<file path="config.mk">
export PLATFORM = sky130hd
export DESIGN_NAME = khpm_ram
export DESIGN_NICKNAME = d
export VERILOG_FILES = /design/src/rtl/khpm_ram.sv
export SDC_FILE = /design/constraint.sdc
export NUM_CORES = 1
export LEC_CHECK = 0
export BUFFER_PORTS_ARGS = -buffer_cell sky130_fd_sc_hd__buf_2
export CORE_MARGIN = 2
export CORE_UTILIZATION = 30
export CTS_CLUSTER_DIAMETER = 30
export DETAILED_ROUTE_END_ITERATION = 6
export PLACE_DENSITY = 0.55
export REMOVE_ABC_BUFFERS = 1
export SETUP_SLACK_MARGIN = 0.5
export SKIP_LAST_GASP = 1
export SLEW_MARGIN = 5
export SYNTH_ARGS = -nofsm -noshare
export SYNTH_HDL_FRONTEND = slang
export SYNTH_SLANG_ARGS = --single-unit
</file>
<file path="constraint.sdc">
create_clock -name i_clk -period 9.5 [get_ports i_clk]
set_clock_uncertainty 0.15 [all_clocks]
set_input_delay 0.475 -clock i_clk [delete_from_list [all_inputs] [get_ports i_clk]]
set_output_delay 0.475 -clock i_clk [all_outputs]
set_load 0.03 [all_outputs]
</file>
<file path="src/rtl/khpm_ram.sv">
// Generic simple dual-port RAM, one write and one registered read port.
// No dependencies; holds the frame bitmap words.
`default_nettype none

module khpm_ram #(
    parameter  int WIDTH = 32,
    parameter  int DEPTH = 16,
    localparam int AW    = (DEPTH > 1) ? $clog2(DEPTH) : 1
) (
    input  wire logic             i_clk,
    input  wire logic             i_we,
    input  wire logic [AW-1:0]    i_waddr,
    input  wire logic [WIDTH-1:0] i_wdata,
    input  wire logic [AW-1:0]    i_raddr,
    output logic      [WIDTH-1:0] o_rdata
);

    logic [WIDTH-1:0] r_mem [DEPTH];

    // write port
    always_ff @(posedge i_clk) begin
        if (i_we) begin
            r_mem[i_waddr] <= i_wdata;
        end
    end

    // registered read, old data on a same-cycle collision
    always_ff @(posedge i_clk) begin
        o_rdata <= r_mem[i_raddr];
    end

endmodule

`default_nettype wire

</file>
### Word-level counts from Yosys, hierarchy flattened

Memory sizes are Yosys's and may differ from the RTL's. A register that Yosys moved wholly into a read port is not among the register bits.
Cells that the tools add are included.

* multiplexer cells: 2

Operator list (count)
* 1-bit 2-to-1 mux: 2

* memory bits (writable): 512
* memories kept: 1
* logic and storage cells: 3
* bits of input ports: 42
* register bits after elaboration: 0
* output and inout bits: 32

Memory list
* r_mem: words 16, width 32, rd ports 1, clocked after Yosys merged registers in 1, wr ports 1, line 18 `logic [WIDTH-1:0] r_mem [DEPTH];`

### Logic depth before layout (Yosys ltp)

* depth after elaboration: 2
* gate-level depth with buffers: 5
* depth with buffers taken out: 3

### Least setup slack after synthesis

No wires, ideal clock.

* path kind: input to register
* from: in i_waddr[2]
* to: mem r_mem[0][0], enable pin
* setup time: 461 ps
* slack: 5695 ps
* arrival: 3193 ps
* stages on the path: 2
* buffers on the path: 0
* data required time: 8889 ps
* cells stage by stage: or3b_2 nor3_1

RTL lines
* start: declaration: line 12 `input wire logic [AW-1:0] i_waddr,`
* end: declaration: line 18

Straight into the memory's write port.

==> impl_metrics.py <==
metrics = {
    "synth": {
        "synth.yosys.seq_area_share_pct": 80.7,
        "mappedNetlistArea_mm2": 0.0199,
        "synth-seq-cells": 544,
        "netlist_top_cells_area": "sky130_fd_sc_hd__edfxtp_1, sky130_fd_sc_hd__mux4_2, sky130_fd_sc_hd__dfxtp_1",
        "synth.avg_cell_area_um2": 23.7,
        "yosys.cell_types.count": 18,
        "synth_warnings": 0,
        "postSynthCellCount": 838,
        "area_fraction_of_the_dominant_cell_type_after_synthesis_pct": 77.4,
        "netlist.top_cell.by_area": "sky130_fd_sc_hd__edfxtp_1",
    },
    "sta": {
        "finalSetupTns_ns": 0,
        "final-hold-violation-count": 0,
        "fin_crit_ns": 2.43,
        "fmax_ghz": 0.412,
        "worst_pin_slew_ns": 0.956,
        "finalSetupViolations": 0,
        "min_period_over_period_pct": 25.5,
        "relSlewSlack_pct": 36.3,
        "grt_setup_unrepaired": "false",
        "drv_slew": 0,
    },
    "critical_path": {
        "critPathCaptureType": "flip-flop",
        "crit_path_max_fanout": 46,
        "cp_num_cells": 5,
        "crit_path_max_incr_delay_ns": 0.86,
        "start_kind": "input port",
        "r2r-start": "r_mem[2][29]$_DFFE_PP_",
        "worst-path-buf-inv": 2,
        "arrival_ns": 2.80,
        "worst-r2r-cell-count": 3,
        "timing.rr.end": "o_rdata[29]$_DFF_P_",
        "slowest_stage": "sky130_fd_sc_hd__buf_4",
        "timing.critical_path.cells": "clkbuf_8, buf_4, mux4_2, a22oi_1, nand2_1",
        "data_required_time_at_the_worst_endpoint_ns": 9.87,
        "critical_path_class": "input port to flip-flop",
        "worst-r2r-setup-slack_ns": 8.03,
        "cp_top_family": "buffers and inverters",
    },
    "placement": {
        "placedInstanceArea_mm2": 0.0214,
        "dp_hpwl_um": 21600,
        "place.port_buffers": 73,
        "gpl.final_weighted_congestion": 0.673,
    },
    "pwr": {
        "power_density_mw_per_mm2": 270,
        "leakage_nw": 8.31,
        "power_switching_share_pct": 21.7,
        "p_sw_mw": 1.48,
        "power.sequential.fraction_pct": 39.8,
        "totalPowerFinal_mw": 6.81,
        "worst_ir_drop_vdd_v": 0.000150,
        "share_clk_of_total_power_pct": 56.4,
        "power.internal_mw": 5.33,
        "p_comb_share_pct": 3.8,
    },
    "flow_run": {
        "timing.max_cap.violations": 0,
    },
    "clocking": {
        "tritoncts_clock_tree": "done",
        "cts_root_buf": "sky130_fd_sc_hd__clkbuf_16",
        "cts_resized": 0,
        "tritoncts_num_sinks": 544,
        "cts.clk_slew.worst_paths_ns": 0.06,
        "htreeDepth": 3,
        "cts_buffers": 114,
        "clock_insertion_delay_worst_skew_ns": 0.64,
        "cts_post_setup_buffers_inserted": 0,
        "cts_hold_repair.buffers": 0,
        "ctsLongestPathBuffers": 3,
    },
    "global_routing": {
        "grt_first_pass_wirelength_um": 68400,
        "grt.total_usage_pct": 14.0,
        "largest_net_degree_at_the_start_of_global_routing": 51,
        "grt_pass1_vias": 10200,
        "antenna_found_initial": 2,
        "globalRouteOverflowTotal": 0,
    },
    "outcome": {
        "result_of_the_run": "finished, final reports clean",
    },
    "finish": {
        "final_common_cell": "sky130_fd_sc_hd__edfxtp_1",
        "final_net_count": 1051,
        "final_layout_size_suffix_gt1_share_pct": 39.9,
        "most-common-layout-cells": "sky130_fd_sc_hd__edfxtp_1, sky130_fd_sc_hd__mux4_2, sky130_fd_sc_hd__clkbuf_16",
        "layout.cell_area.non_filler_mm2": 0.0252,
        "antenna-diode-count": 0,
        "syn_to_final_growth_pct": 27.1,
    },
    "floorplanning": {
        "initial_core_util_pct": 30.3,
        "die_area_mm2": 0.0683,
        "core_area_mm2": 0.0656,
        "floorplan.die.width_um": 261,
        "io_pins": 74,
        "die_y_um": 261,
        "placementRows": 94,
    },
    "min_path": {
        "timing.hold.worst_endpoint": "r_mem[8][19]$_DFFE_PP_",
        "hold_class": "input port to flip-flop",
        "cells_on_worst_hold_path": 1,
        "min_from": "i_wdata[19]",
    },
    "drt": {
        "met1_length_um": 20700,
        "ant_nets": 0,
        "post_drt_via_cell_ratio": 4.77,
        "num_vias": 9405,
        "detailedRoute.firstIterationViolations": 719,
        "wl_per_cell_um": 23.8,
        "routed-wl-met2_um": 22800,
        "top_layer": "met5",
        "totalWireLength_um": 47000,
        "dr.pass1.iters": 4,
        "drcViolationCount": 0,
        "wl_met3_um": 2550,
    },
}
-- metal layers --
metal | global-route usage [%] | vias to the layer above
li1 | - | 3975
met1 | 18.7 | 5070
met2 | 22.3 | 277
met3 | 3.23 | 79
met4 | 4.99 | 4
met5 | 0 | -
-- sequential cells by signal (all words and copies together), names as in the netlist --
register	count
o_rdata	32
r_mem	512
-- power by group through the flow --
stage	registers (mW)	clock network, mW	logic, mW
after floorplan	2.78	0	0.103
after global placement	2.75	0	0.264
after detailed placement	2.75	0	0.267
after CTS	2.71	3.90	0.267
after global routing	2.71	4.03	0.283
final	2.71	3.84	0.261
-- cells by family (layout without fill, tap and decap cells) --
| family | Yosys count | after routing | share of synthesized area (%) |
|---|---|---|---|
| flops | 544 | 544 | 80.7 |
| buf+inv | 43 | 314 | 1.12 |
| mux | 128 | 128 | 14.5 |
| compound gates | 64 | 64 | 2.42 |
| simple gates | 59 | 59 | 1.27 |
-- synth_stat cells --
master,instances
sky130_fd_sc_hd__buf_1,9
sky130_fd_sc_hd__and2_1,1
sky130_fd_sc_hd__nand3_1,1
sky130_fd_sc_hd__nand2_1,33
sky130_fd_sc_hd__buf_4,11
sky130_fd_sc_hd__edfxtp_1,512
sky130_fd_sc_hd__or3b_2,1
sky130_fd_sc_hd__a22oi_1,64
sky130_fd_sc_hd__buf_2,4
sky130_fd_sc_hd__nand2b_1,2
sky130_fd_sc_hd__nor2_1,13
sky130_fd_sc_hd__nand3b_1,2
sky130_fd_sc_hd__nor2b_1,2
sky130_fd_sc_hd__nor3_1,4
sky130_fd_sc_hd__buf_6,2
sky130_fd_sc_hd__clkbuf_1,17
sky130_fd_sc_hd__dfxtp_1,32
sky130_fd_sc_hd__mux4_2,128
-- worst reg2reg max path: cells and delay by family, from the launching register on --
kind	cells	cell delay (ns)
AOI/OAI and AO/OA	1	0.26
muxes	1	0.48
and+or+nand+nor	1	0.10
DFF	1	0.36
-- stage by stage --
stage                     worst slack [ns]  utilization [%]  std cells  hold slack [ns]
after floorplan                       5.70                -        795            0.424
after global placement                6.34             32.6       1757            0.505
after detailed placement              6.35             32.6       1757            0.509
after CTS                             7.03             38.5       1973           0.0241
after global routing                  6.82             38.5       1973           0.0507
final                                 7.07             38.5       1973           0.0608
-- final cells by class --
type                            instances  area [µm²]
Fill cell                            5908       40400
Sequential cell                       544       16000
Multi-Input combinational cell        251        3750
Clock buffer                          131        3000
Tap cell                              864        1080
Clock inverter                         85         833
Timing Repair Buffer                   98         564
-- worst max-delay path by stage --
stage                                        to  slack (ns)        from
after floorplan           r_mem[0][0]$_DFFE_PP_        5.70  i_waddr[2]
after global placement      o_rdata[16]$_DFF_P_        6.34  i_raddr[0]
after detailed placement     o_rdata[9]$_DFF_P_        6.35  i_raddr[0]
after CTS                   o_rdata[17]$_DFF_P_        7.03  i_raddr[0]
after global routing        o_rdata[31]$_DFF_P_        6.82  i_raddr[0]
final                        o_rdata[9]$_DFF_P_        7.07  i_raddr[0]
Note: power is estimated with default switching activity, not from simulation.
